--- src/wfa_pkg.sv ---
package wfa_pkg;

    localparam int MAX_BLOCKS   = 64;
    localparam int HEADER_BYTES = 16;
    localparam int ARENA_RESET  = 4096;

    localparam int IDX_W = $clog2(MAX_BLOCKS);
    localparam int CNT_W = $clog2(MAX_BLOCKS + 1);
    localparam int OFF_W = 17;

    typedef struct packed {
        logic        used;
        logic [15:0] bytes;
    } entry_t;

    typedef enum logic [2:0] {
        ST_OK           = 3'd0,
        ST_NO_FIT       = 3'd1,
        ST_TABLE_FULL   = 3'd2,
        ST_UNKNOWN      = 3'd3,
        ST_ALREADY_FREE = 3'd4
    } status_t;

    typedef enum logic {
        OP_ALLOC = 1'b0,
        OP_FREE  = 1'b1
    } opcode_t;

endpackage

--- src/wfa_if.sv ---
interface wfa_req_if;
    logic        valid;
    logic        ready;
    logic        opcode;
    logic [15:0] request_bytes;
    logic [15:0] release_offset;

    modport source (output valid, output opcode, output request_bytes,
                    output release_offset, input ready);
    modport sink   (input valid, input opcode, input request_bytes,
                    input release_offset, output ready);
endinterface

interface wfa_rsp_if;
    logic        valid;
    logic        ready;
    logic [2:0]  status;
    logic [15:0] payload_offset;

    modport source (output valid, output status, output payload_offset, input ready);
    modport sink   (input valid, input status, input payload_offset, output ready);
endinterface

--- src/worst_fit_arena_allocator.sv ---
// Worst-fit arena allocator.
// Requests arrive on the req channel (opcode, request_bytes, release_offset);
// each that a cfg_we write does not cut off gives exactly one transfer on the
// rsp channel (status, payload_offset). The block table lives in a single
// memory with a registered read. A request first scans the table, then may
// shift entries up by one on a split or down by one or two on a merge, then
// writes one or two entries when it succeeds. One request is worked on at a
// time. After reset, and after each write of arena_bytes through
// cfg_we/cfg_wdata, the table is set to one free block; reset loads 4096 bytes.
// A finished result sits in an output register until the receiver takes it;
// a new request is accepted meanwhile, but its own result waits while the
// previous one is still held.
module worst_fit_arena_allocator (
    input  logic             clk,
    input  logic             rst_n,
    wfa_req_if.sink          req,
    wfa_rsp_if.source        rsp,
    input  logic             cfg_we,
    input  logic [15:0]      cfg_wdata
);

    localparam int IW = wfa_pkg::IDX_W;
    localparam int CW = wfa_pkg::CNT_W;
    localparam int OW = wfa_pkg::OFF_W;
    localparam logic [15:0] HDR16 = 16'(wfa_pkg::HEADER_BYTES);
    localparam logic [OW-1:0] HDR_O = OW'(wfa_pkg::HEADER_BYTES);

    typedef enum logic [2:0] {
        S_INIT, S_IDLE, S_SCAN, S_DECIDE, S_SHIFT, S_WR_A, S_WR_B, S_DONE
    } state_t;

    state_t              state_reg;
    logic [15:0]         arena_reg;
    logic [CW-1:0]       total_reg;

    logic                op_reg;
    logic [15:0]         size_reg;
    logic [15:0]         target_reg;

    logic [CW-1:0]       rd_idx_reg;
    logic                pv_reg;
    logic [IW-1:0]       pidx_reg;
    logic [OW-1:0]       run_off_reg;

    logic [15:0]         sbest_v_reg;
    logic [IW-1:0]       sbest_idx_reg;
    logic [OW-1:0]       sbest_off_reg;
    logic [15:0]         wbest_v_reg;
    logic [IW-1:0]       wbest_idx_reg;
    logic [OW-1:0]       wbest_off_reg;

    logic                found_reg;
    logic                have_next_reg;
    logic [IW-1:0]       fidx_reg;
    wfa_pkg::entry_t     cur_reg;
    wfa_pkg::entry_t     prev_reg;
    wfa_pkg::entry_t     next_reg;

    logic                split_reg;
    logic                up_reg;
    logic [1:0]          k_reg;
    logic [CW-1:0]       sh_cnt_reg;
    logic [IW-1:0]       sh_src_reg;
    logic                wpv_reg;
    logic [IW-1:0]       wdst_reg;

    logic [IW-1:0]       wa_reg;
    wfa_pkg::entry_t     wa_data_reg;
    logic [IW-1:0]       wb_reg;
    wfa_pkg::entry_t     wb_data_reg;

    wfa_pkg::status_t    res_status_reg;
    logic [15:0]         res_off_reg;

    logic                out_valid_reg;
    logic [2:0]          out_status_reg;
    logic [15:0]         out_off_reg;

    // Memory ports.
    logic                mem_we;
    logic [IW-1:0]       mem_waddr;
    wfa_pkg::entry_t     mem_wdata;
    logic [IW-1:0]       mem_raddr;
    wfa_pkg::entry_t     mem_rdata;

    logic                scan_issue;
    logic                sh_issue;
    logic [OW-1:0]       need17;
    logic                split_ok;
    logic                whole_ok;
    logic                match_now;

    wfa_ram u_ram (
        .clk   (clk),
        .we    (mem_we),
        .waddr (mem_waddr),
        .wdata (mem_wdata),
        .raddr (mem_raddr),
        .rdata (mem_rdata)
    );

    assign scan_issue = (state_reg == S_SCAN) && (rd_idx_reg < total_reg) && !found_reg;
    assign sh_issue   = (state_reg == S_SHIFT) && (sh_cnt_reg != '0);
    assign need17     = {1'b0, size_reg} + HDR_O;
    assign split_ok   = !mem_rdata.used && ({1'b0, mem_rdata.bytes} >= need17)
                        && (mem_rdata.bytes > sbest_v_reg);
    assign whole_ok   = !mem_rdata.used && (mem_rdata.bytes >= size_reg)
                        && ({1'b0, mem_rdata.bytes} < need17)
                        && (mem_rdata.bytes > wbest_v_reg);
    assign match_now  = pv_reg && !found_reg && (run_off_reg == {1'b0, target_reg});

    always_comb
    begin
        mem_raddr = scan_issue ? rd_idx_reg[IW-1:0] : sh_src_reg;
        mem_we    = 1'b0;
        mem_waddr = wa_reg;
        mem_wdata = wa_data_reg;
        case (state_reg)
            S_INIT:
            begin
                mem_we          = 1'b1;
                mem_waddr       = '0;
                mem_wdata.used  = 1'b0;
                mem_wdata.bytes = (arena_reg > HDR16) ? (arena_reg - HDR16) : 16'd0;
            end
            S_SHIFT:
            begin
                mem_we    = wpv_reg;
                mem_waddr = wdst_reg;
                mem_wdata = mem_rdata;
            end
            S_WR_A:
            begin
                mem_we = 1'b1;
            end
            S_WR_B:
            begin
                mem_we    = 1'b1;
                mem_waddr = wb_reg;
                mem_wdata = wb_data_reg;
            end
            default:
            begin
                mem_we = 1'b0;
            end
        endcase
    end

    assign req.ready          = (state_reg == S_IDLE);
    assign rsp.valid          = out_valid_reg;
    assign rsp.status         = out_status_reg;
    assign rsp.payload_offset = out_off_reg;

    always_ff @(posedge clk or negedge rst_n)
    begin
        if (!rst_n)
        begin
            state_reg     <= S_INIT;
            arena_reg     <= 16'(wfa_pkg::ARENA_RESET);
            total_reg     <= CW'(1);
            pv_reg        <= 1'b0;
            wpv_reg       <= 1'b0;
            out_valid_reg <= 1'b0;
        end
        else
        begin
            // In S_DONE the output register is reloaded instead of cleared, unless cfg_we is high.
            if (rsp.ready && out_valid_reg && (cfg_we || state_reg != S_DONE))
            begin
                out_valid_reg <= 1'b0;
            end

            if (cfg_we)
            begin
                arena_reg <= cfg_wdata;
                state_reg <= S_INIT;
            end
            else
            begin
                case (state_reg)
                    S_INIT:
                    begin
                        total_reg <= CW'(1);
                        state_reg <= S_IDLE;
                    end

                    S_IDLE:
                    begin
                        if (req.valid)
                        begin
                            op_reg        <= req.opcode;
                            size_reg      <= req.request_bytes;
                            target_reg    <= req.release_offset;
                            rd_idx_reg    <= '0;
                            pv_reg        <= 1'b0;
                            run_off_reg   <= HDR_O;
                            sbest_v_reg   <= '0;
                            wbest_v_reg   <= '0;
                            found_reg     <= 1'b0;
                            have_next_reg <= 1'b0;
                            state_reg     <= S_SCAN;
                        end
                    end

                    S_SCAN:
                    begin
                        pv_reg   <= scan_issue;
                        pidx_reg <= rd_idx_reg[IW-1:0];
                        if (scan_issue)
                        begin
                            rd_idx_reg <= rd_idx_reg + CW'(1);
                        end
                        if (pv_reg)
                        begin
                            run_off_reg <= run_off_reg + {1'b0, mem_rdata.bytes} + HDR_O;
                            if (split_ok)
                            begin
                                sbest_v_reg   <= mem_rdata.bytes;
                                sbest_idx_reg <= pidx_reg;
                                sbest_off_reg <= run_off_reg;
                            end
                            if (whole_ok)
                            begin
                                wbest_v_reg   <= mem_rdata.bytes;
                                wbest_idx_reg <= pidx_reg;
                                wbest_off_reg <= run_off_reg;
                            end
                            if (found_reg)
                            begin
                                next_reg      <= mem_rdata;
                                have_next_reg <= 1'b1;
                            end
                            else if (match_now && op_reg == wfa_pkg::OP_FREE)
                            begin
                                found_reg <= 1'b1;
                                fidx_reg  <= pidx_reg;
                                cur_reg   <= mem_rdata;
                            end
                            else
                            begin
                                prev_reg <= mem_rdata;
                            end
                        end
                        if (!pv_reg && !scan_issue)
                        begin
                            state_reg <= S_DECIDE;
                        end
                    end

                    S_DECIDE:
                    begin
                        wpv_reg <= 1'b0;
                        if (op_reg == wfa_pkg::OP_ALLOC)
                        begin
                            if (size_reg > arena_reg)
                            begin
                                res_status_reg <= wfa_pkg::ST_NO_FIT;
                                res_off_reg    <= '0;
                                state_reg      <= S_DONE;
                            end
                            else if (sbest_v_reg != '0)
                            begin
                                if (total_reg == CW'(wfa_pkg::MAX_BLOCKS))
                                begin
                                    res_status_reg <= wfa_pkg::ST_TABLE_FULL;
                                    res_off_reg    <= '0;
                                    state_reg      <= S_DONE;
                                end
                                else
                                begin
                                    res_status_reg    <= wfa_pkg::ST_OK;
                                    res_off_reg       <= sbest_off_reg[15:0];
                                    split_reg         <= 1'b1;
                                    up_reg            <= 1'b1;
                                    sh_src_reg        <= IW'(total_reg - CW'(1));
                                    sh_cnt_reg        <= total_reg - CW'(1)
                                                         - CW'(sbest_idx_reg);
                                    wa_reg            <= sbest_idx_reg + IW'(1);
                                    wa_data_reg.used  <= 1'b0;
                                    wa_data_reg.bytes <= sbest_v_reg - size_reg - HDR16;
                                    wb_reg            <= sbest_idx_reg;
                                    wb_data_reg.used  <= 1'b1;
                                    wb_data_reg.bytes <= size_reg;
                                    total_reg         <= total_reg + CW'(1);
                                    state_reg         <= S_SHIFT;
                                end
                            end
                            else if (wbest_v_reg != '0)
                            begin
                                res_status_reg    <= wfa_pkg::ST_OK;
                                res_off_reg       <= wbest_off_reg[15:0];
                                wb_reg            <= wbest_idx_reg;
                                wb_data_reg.used  <= 1'b1;
                                wb_data_reg.bytes <= wbest_v_reg;
                                state_reg         <= S_WR_B;
                            end
                            else
                            begin
                                res_status_reg <= wfa_pkg::ST_NO_FIT;
                                res_off_reg    <= '0;
                                state_reg      <= S_DONE;
                            end
                        end
                        else
                        begin
                            if (!found_reg)
                            begin
                                res_status_reg <= wfa_pkg::ST_UNKNOWN;
                                res_off_reg    <= '0;
                                state_reg      <= S_DONE;
                            end
                            else if (!cur_reg.used)
                            begin
                                res_status_reg <= wfa_pkg::ST_ALREADY_FREE;
                                res_off_reg    <= '0;
                                state_reg      <= S_DONE;
                            end
                            else
                            begin : free_merge
                                logic          nf;
                                logic          pf;
                                logic [1:0]    k;
                                logic [15:0]   merged;
                                logic [IW-1:0] tgt;
                                nf     = have_next_reg && !next_reg.used;
                                pf     = (fidx_reg != '0) && !prev_reg.used;
                                k      = {1'b0, nf} + {1'b0, pf};
                                merged = cur_reg.bytes
                                         + (nf ? (next_reg.bytes + HDR16) : 16'd0);
                                tgt    = pf ? (fidx_reg - IW'(1)) : fidx_reg;
                                res_status_reg    <= wfa_pkg::ST_OK;
                                res_off_reg       <= '0;
                                split_reg         <= 1'b0;
                                up_reg            <= 1'b0;
                                k_reg             <= k;
                                sh_src_reg        <= IW'(CW'(tgt) + CW'(1) + CW'(k));
                                sh_cnt_reg        <= (k == 2'd0) ? '0
                                                     : (total_reg - CW'(tgt) - CW'(1)
                                                        - CW'(k));
                                wb_reg            <= tgt;
                                wb_data_reg.used  <= 1'b0;
                                wb_data_reg.bytes <= pf ? (prev_reg.bytes + merged + HDR16)
                                                     : merged;
                                total_reg         <= total_reg - CW'(k);
                                state_reg         <= S_SHIFT;
                            end
                        end
                    end

                    S_SHIFT:
                    begin
                        // Reads run one entry ahead of writes and move away from them.
                        wpv_reg <= sh_issue;
                        if (sh_issue)
                        begin
                            wdst_reg   <= up_reg ? (sh_src_reg + IW'(1))
                                          : (sh_src_reg - IW'(k_reg));
                            sh_src_reg <= up_reg ? (sh_src_reg - IW'(1))
                                          : (sh_src_reg + IW'(1));
                            sh_cnt_reg <= sh_cnt_reg - CW'(1);
                        end
                        if (!sh_issue && !wpv_reg)
                        begin
                            state_reg <= split_reg ? S_WR_A : S_WR_B;
                        end
                    end

                    S_WR_A:
                    begin
                        state_reg <= S_WR_B;
                    end

                    S_WR_B:
                    begin
                        state_reg <= S_DONE;
                    end

                    S_DONE:
                    begin
                        if (!out_valid_reg || rsp.ready)
                        begin
                            out_valid_reg  <= 1'b1;
                            out_status_reg <= res_status_reg;
                            out_off_reg    <= res_off_reg;
                            state_reg      <= S_IDLE;
                        end
                    end

                    default:
                    begin
                        state_reg <= S_INIT;
                    end
                endcase
            end
        end
    end

endmodule

--- src/wfa_ram.sv ---
module wfa_ram (
    input  logic                      clk,
    input  logic                      we,
    input  logic [wfa_pkg::IDX_W-1:0] waddr,
    input  wfa_pkg::entry_t           wdata,
    input  logic [wfa_pkg::IDX_W-1:0] raddr,
    output wfa_pkg::entry_t           rdata
);

    wfa_pkg::entry_t mem [wfa_pkg::MAX_BLOCKS];

    always_ff @(posedge clk)
    begin
        if (we)
        begin
            mem[waddr] <= wdata;
        end
        rdata <= mem[raddr];
    end

endmodule

--- src/flat_wrapper.sv ---
// flat-port wrapper written by rule: the top's interface ports become plain ports
module worst_fit_arena_allocator_flat 
  (clk, rst_n, cfg_we, cfg_wdata, req_valid, req_opcode, req_request_bytes, req_release_offset, req_ready, rsp_valid, rsp_status, rsp_payload_offset, rsp_ready);
  wfa_req_if req_i ();
  wfa_rsp_if rsp_i ();
  input  logic clk;
  input  logic rst_n;
  input  logic cfg_we;
  input  logic [15:0] cfg_wdata;
  input wire logic [$bits(req_i.valid)-1:0] req_valid;
  input wire logic [$bits(req_i.opcode)-1:0] req_opcode;
  input wire logic [$bits(req_i.request_bytes)-1:0] req_request_bytes;
  input wire logic [$bits(req_i.release_offset)-1:0] req_release_offset;
  output wire logic [$bits(req_i.ready)-1:0] req_ready;
  output wire logic [$bits(rsp_i.valid)-1:0] rsp_valid;
  output wire logic [$bits(rsp_i.status)-1:0] rsp_status;
  output wire logic [$bits(rsp_i.payload_offset)-1:0] rsp_payload_offset;
  input wire logic [$bits(rsp_i.ready)-1:0] rsp_ready;
  assign req_i.valid = req_valid;
  assign req_i.opcode = req_opcode;
  assign req_i.request_bytes = req_request_bytes;
  assign req_i.release_offset = req_release_offset;
  assign req_ready = req_i.ready;
  assign rsp_valid = rsp_i.valid;
  assign rsp_status = rsp_i.status;
  assign rsp_payload_offset = rsp_i.payload_offset;
  assign rsp_i.ready = rsp_ready;
  worst_fit_arena_allocator u_core (.clk(clk), .rst_n(rst_n), .req(req_i), .rsp(rsp_i), .cfg_we(cfg_we), .cfg_wdata(cfg_wdata));
endmodule
--- config.mk ---
export PLATFORM = sky130hd
export DESIGN_NAME = worst_fit_arena_allocator_flat
export DESIGN_NICKNAME = d
export VERILOG_FILES = /design/src/wfa_pkg.sv /design/src/wfa_if.sv /design/src/worst_fit_arena_allocator.sv /design/src/wfa_ram.sv /design/src/flat_wrapper.sv
export SDC_FILE = /design/constraint.sdc
export NUM_CORES = 2
export LEC_CHECK = 0
export ABC_CLOCK_PERIOD_IN_PS = 5300
export BUFFER_PORTS_ARGS = -buffer_cell sky130_fd_sc_hd__buf_4
export CAP_MARGIN = 40
export CORE_UTILIZATION = 50
export CTS_CLUSTER_DIAMETER = 100
export DETAILED_ROUTE_END_ITERATION = 10
export GPL_TIMING_DRIVEN = 0
export PLACE_DENSITY = 0.66
export SYNTH_ARGS = -nofsm -noshare
export SYNTH_HDL_FRONTEND = slang
export SYNTH_SLANG_ARGS = --single-unit
--- constraint.sdc ---
create_clock -name clk -period 5.3 [get_ports clk]
set_input_delay 0.795 -clock clk [delete_from_list [all_inputs] [get_ports clk]]
set_output_delay 0.795 -clock clk [all_outputs]
set_load 0.02 [all_outputs]
==> impl_metrics.env <==
export IMPL_status="finished clean"
export IMPL_worstHoldStart="req_release_offset[14]"
export IMPL_critical_path_startpoint_type="flip-flop"
export IMPL_dp_cells=5945
export IMPL_synth_area_per_cell_um2=15.2
export IMPL_drc=0
export IMPL_layout_setup_ws_ns=0.0397
export IMPL_max_clock_freq_mhz=190
export IMPL_yosysMostFrequentCell="edfxtp_1"
export IMPL_grt_util_met2_pct=41.6
export IMPL_fillers=9309
export IMPL_crit_required_ns=5.87
export IMPL_drt_pass1_iterations=7
export IMPL_stdcell_count=6236
export IMPL_overflow=0
export IMPL_layout_nets=4778
export IMPL_synthFlopType="edfxtp_1"
export IMPL_clkPwrFrac_pct=31.3
export IMPL_area_growth_pct=16.1
export IMPL_portBuffers=74
export IMPL_async_reset_ff_share_pct=2.02
export IMPL_hpwlAfterDp_mm=120
export IMPL_synth_net_count=4387
export IMPL_grt_use_total_pct=26.2
export IMPL_ys_types=79
export IMPL_via_per_inst=5.96
export IMPL_synthDominantCellAreaShare_pct=67.2
export IMPL_drt_antenna_violating_nets=0
export IMPL_internal_power_mw=23.6
export IMPL_clockBufferDepth=3
export IMPL_hold_path_class="in2reg"
export IMPL_cts_sinks=1437
export IMPL_rows=128
export IMPL_report_final_hold_viol_count=0
export IMPL_wl_mm=165
export IMPL_design_die_area_um2=126000
export IMPL_crit_path_top_delay_cell="nor4_1"
export IMPL_synthCells=4094
export IMPL_core_um2=123000
export IMPL_min_period_over_period_pct=99.3
export IMPL_pre_cts_slack_ns=-0.432
export IMPL_grt_setup_unrepaired="true"
export IMPL_max_cap_viol_count=0
export IMPL_avgRoutedWirePerCell_um=26.5
export IMPL_crit_fanout=10
export IMPL_gp_congestion=0.960
export IMPL_htreeDepth=4
export IMPL_root_buffer="clkbuf_16"
export IMPL_tightest_slew_ns=1.08
export IMPL_start_util_pct=50.7
export IMPL_crit_arrival_ns=5.83
export IMPL_largest_reg_flops=1088
export IMPL_grt_start_max_net_pins=47
export IMPL_crit_reg2reg_launch="u_core.total_reg[2]"
export IMPL_ys_top_cells_by_area="edfxtp_1 67%, mux2i_1 6.9%, ha_1 4.6%"
export IMPL_peakVddDrop_mv=0.547
export IMPL_finClkSkew_ns=0.0562
export IMPL_cts_tree="built"
export IMPL_slowest_delay_ns=0.86
export IMPL_met3_usage_pct=4.59
export IMPL_p_comb_share_pct=22.7
export IMPL_crit_chain="inv_1 > ha_1 > a21o_1 > a31oi_1 > o221ai_2 > mux2i_1 > buf_4 > buf_2 > buf_2 > buf_2 > mux2i_1 > o22ai_1 > nor4_1 > nand4_1"
export IMPL_grt_pass1_vias=36300
export IMPL_pwr_share_seq_pct=46.0
export IMPL_crit_type="reg2reg"
export IMPL_antenna_found_initial=5
export IMPL_slew_viol_final=0
export IMPL_die_x_um=355
export IMPL_power_leakage_nw=26.1
export IMPL_clk_pin_slew_ns=0.06
export IMPL_boundaryPins=75
export IMPL_die_h_um=355
export IMPL_swShare_pct=30.6
export IMPL_grt_most_used_layer="met2"
export IMPL_drtIter0Drc=4270
export IMPL_p_sw_mw=10.4
export IMPL_relSlewSlack_pct=27.5
export IMPL_synth_edf_count=1391
export IMPL_ys_seq_area_share_pct=68.9
export IMPL_ys_ff_latch=1437
export IMPL_powerDensity_nw_per_um2=472
export IMPL_clock_latency_ns=0.79
export IMPL_netlist_area_um2=62200
export IMPL_yosysWarnings=0
export IMPL_grt_pass1_wl_mm=240
export IMPL_synth_top_cell_by_area="edfxtp_1"
export IMPL_synth_common_cells="1,391 x edfxtp_1, 430 x mux2i_1, 247 x nor2_1"
export IMPL_cts_buffers=151
export IMPL_crit_top_cell="buf_2"
export IMPL_top_register="u_core.u_ram.mem"
export IMPL_endpoint_kind="flip-flop"
export IMPL_vias=37100
export IMPL_min_period_ns=5.26
export IMPL_use_met1_pct=36.5
export IMPL_setup_violations=0
export IMPL_cp_startpoint="u_core.total_reg[2]"
export IMPL_drive_gt1_share_pct=14.8
==> kinds of logic (layout without fill, tap and decap cells) <==
group | after synthesis | after routing | synth area share (%)
DFF | 1437 | 1437 | 68.9
and+or+nand+nor | 787 | 787 | 5.96
AOI/OAI and AO/OA | 669 | 669 | 7.04
muxes | 488 | 488 | 8.92
buffers and inverters | 323 | 839 | 2.10
adders and majority gates | 239 | 239 | 4.93
xor gates and xnor gates | 151 | 151 | 2.13
other | 0 | 1 | 0
==> routing by layer <==
metal / routed length (um) / vias up
met3: 12900 / 275
met1: 69500 / 18600
met2: 76900 / 1576
met5: 0 / -
li1: - / 16700
met4: 5620 / 0
==> what timing repair did <==
action	4_1_cts	5_1_grt
hold buffers	1	0
buffers inserted	3	3
setup endpoints to repair	4	7
pin swaps	1	3
endpoints found under the hold margin	27	0
gates resized for setup	6	12
gates cloned	0	0
==> cells in the final DEF, fill, tap and decap left out, types with 86 or more instances in the layout <==
cell,Yosys,final
a21oi_1,147,146
buf_4,2,102
clkbuf_1,94,119
clkbuf_16,0,153
edfxtp_1,1391,1391
ha_1,229,229
inv_1,170,169
mux2i_1,430,430
nand2_1,211,211
nor2_1,247,184
o21ai_0,89,86
o22ai_1,210,210
xnor2_1,110,110
==> cell type report <==
| class | instances | area (um2) | share of cell area, % |
|---|---|---|---|
| flip-flops and latches | 1437 | 42800 | 59.4 |
| multi-input cells | 2334 | 18300 | 25.4 |
| clock buffers | 187 | 4020 | 5.57 |
| repair buffers | 239 | 2620 | 3.63 |
| well taps | 1625 | 2030 | 2.82 |
| clock inverters | 91 | 1010 | 1.41 |
| plain buffers | 152 | 669 | 0.928 |
| inverters | 170 | 642 | 0.890 |
| diodes | 1 | 2.50 | 0.00347 |
==> through the flow <==
step	hold slack (ns)	util [%]	TNS [ns]	power (mW)	instance area [um2]
3_3_place_gp	0.401	52.8	-49.39	22.7	64700
4_1_cts	0.120	58.8	0	34.1	72000
3_5_place_dp	0.406	54.6	-0.630	23.5	66900
6_report	0.179	58.9	0	34.0	72200
5_1_grt	0.135	58.9	-0.00314	35.1	72200
2_1_floorplan	0.400	-	0	19.7	62200
==> critical path: cells and delay by family, from the launching register on <==
family                   cells  cell delay, ns
AO/OA/AOI/OAI                4            0.79
buffers and inverters        5            1.68
multiplexers                 2            0.64
flip-flops                   1            0.45
adder cells (fa/ha/maj)      1            0.31
AND/OR/NAND/NOR              2            1.16
==> worst paths after layout <==
path / end / slack, ns / cells past startpoint
hold reg to reg: u_core.rsp.payload_offset[10] / 0.41 / 0
min in group asynchronous: u_core.arena_reg[13] / 0.48 / 2
max in group asynchronous: u_core.total_reg[0] / 4.49 / 2
setup / recovery: u_core.u_ram.rdata[0] / 0.04 / 14
setup reg to reg: u_core.u_ram.rdata[0] / 0.04 / 14
hold / removal: u_core.target_reg[14] / 0.18 / 1
==> power groups by stage <==
stage               Clock [mW]  Combinational (mW)  Sequential [mW]
detailed placement           0                7.61             15.9
global placement             0                6.35             16.4
CTS                       10.8                7.65             15.6
floorplan                    0                3.82             15.9
finish                    10.6                7.74             15.7
global route              11.2                8.21             15.7
No activity file was read; power rests on OpenSTA's default activity.
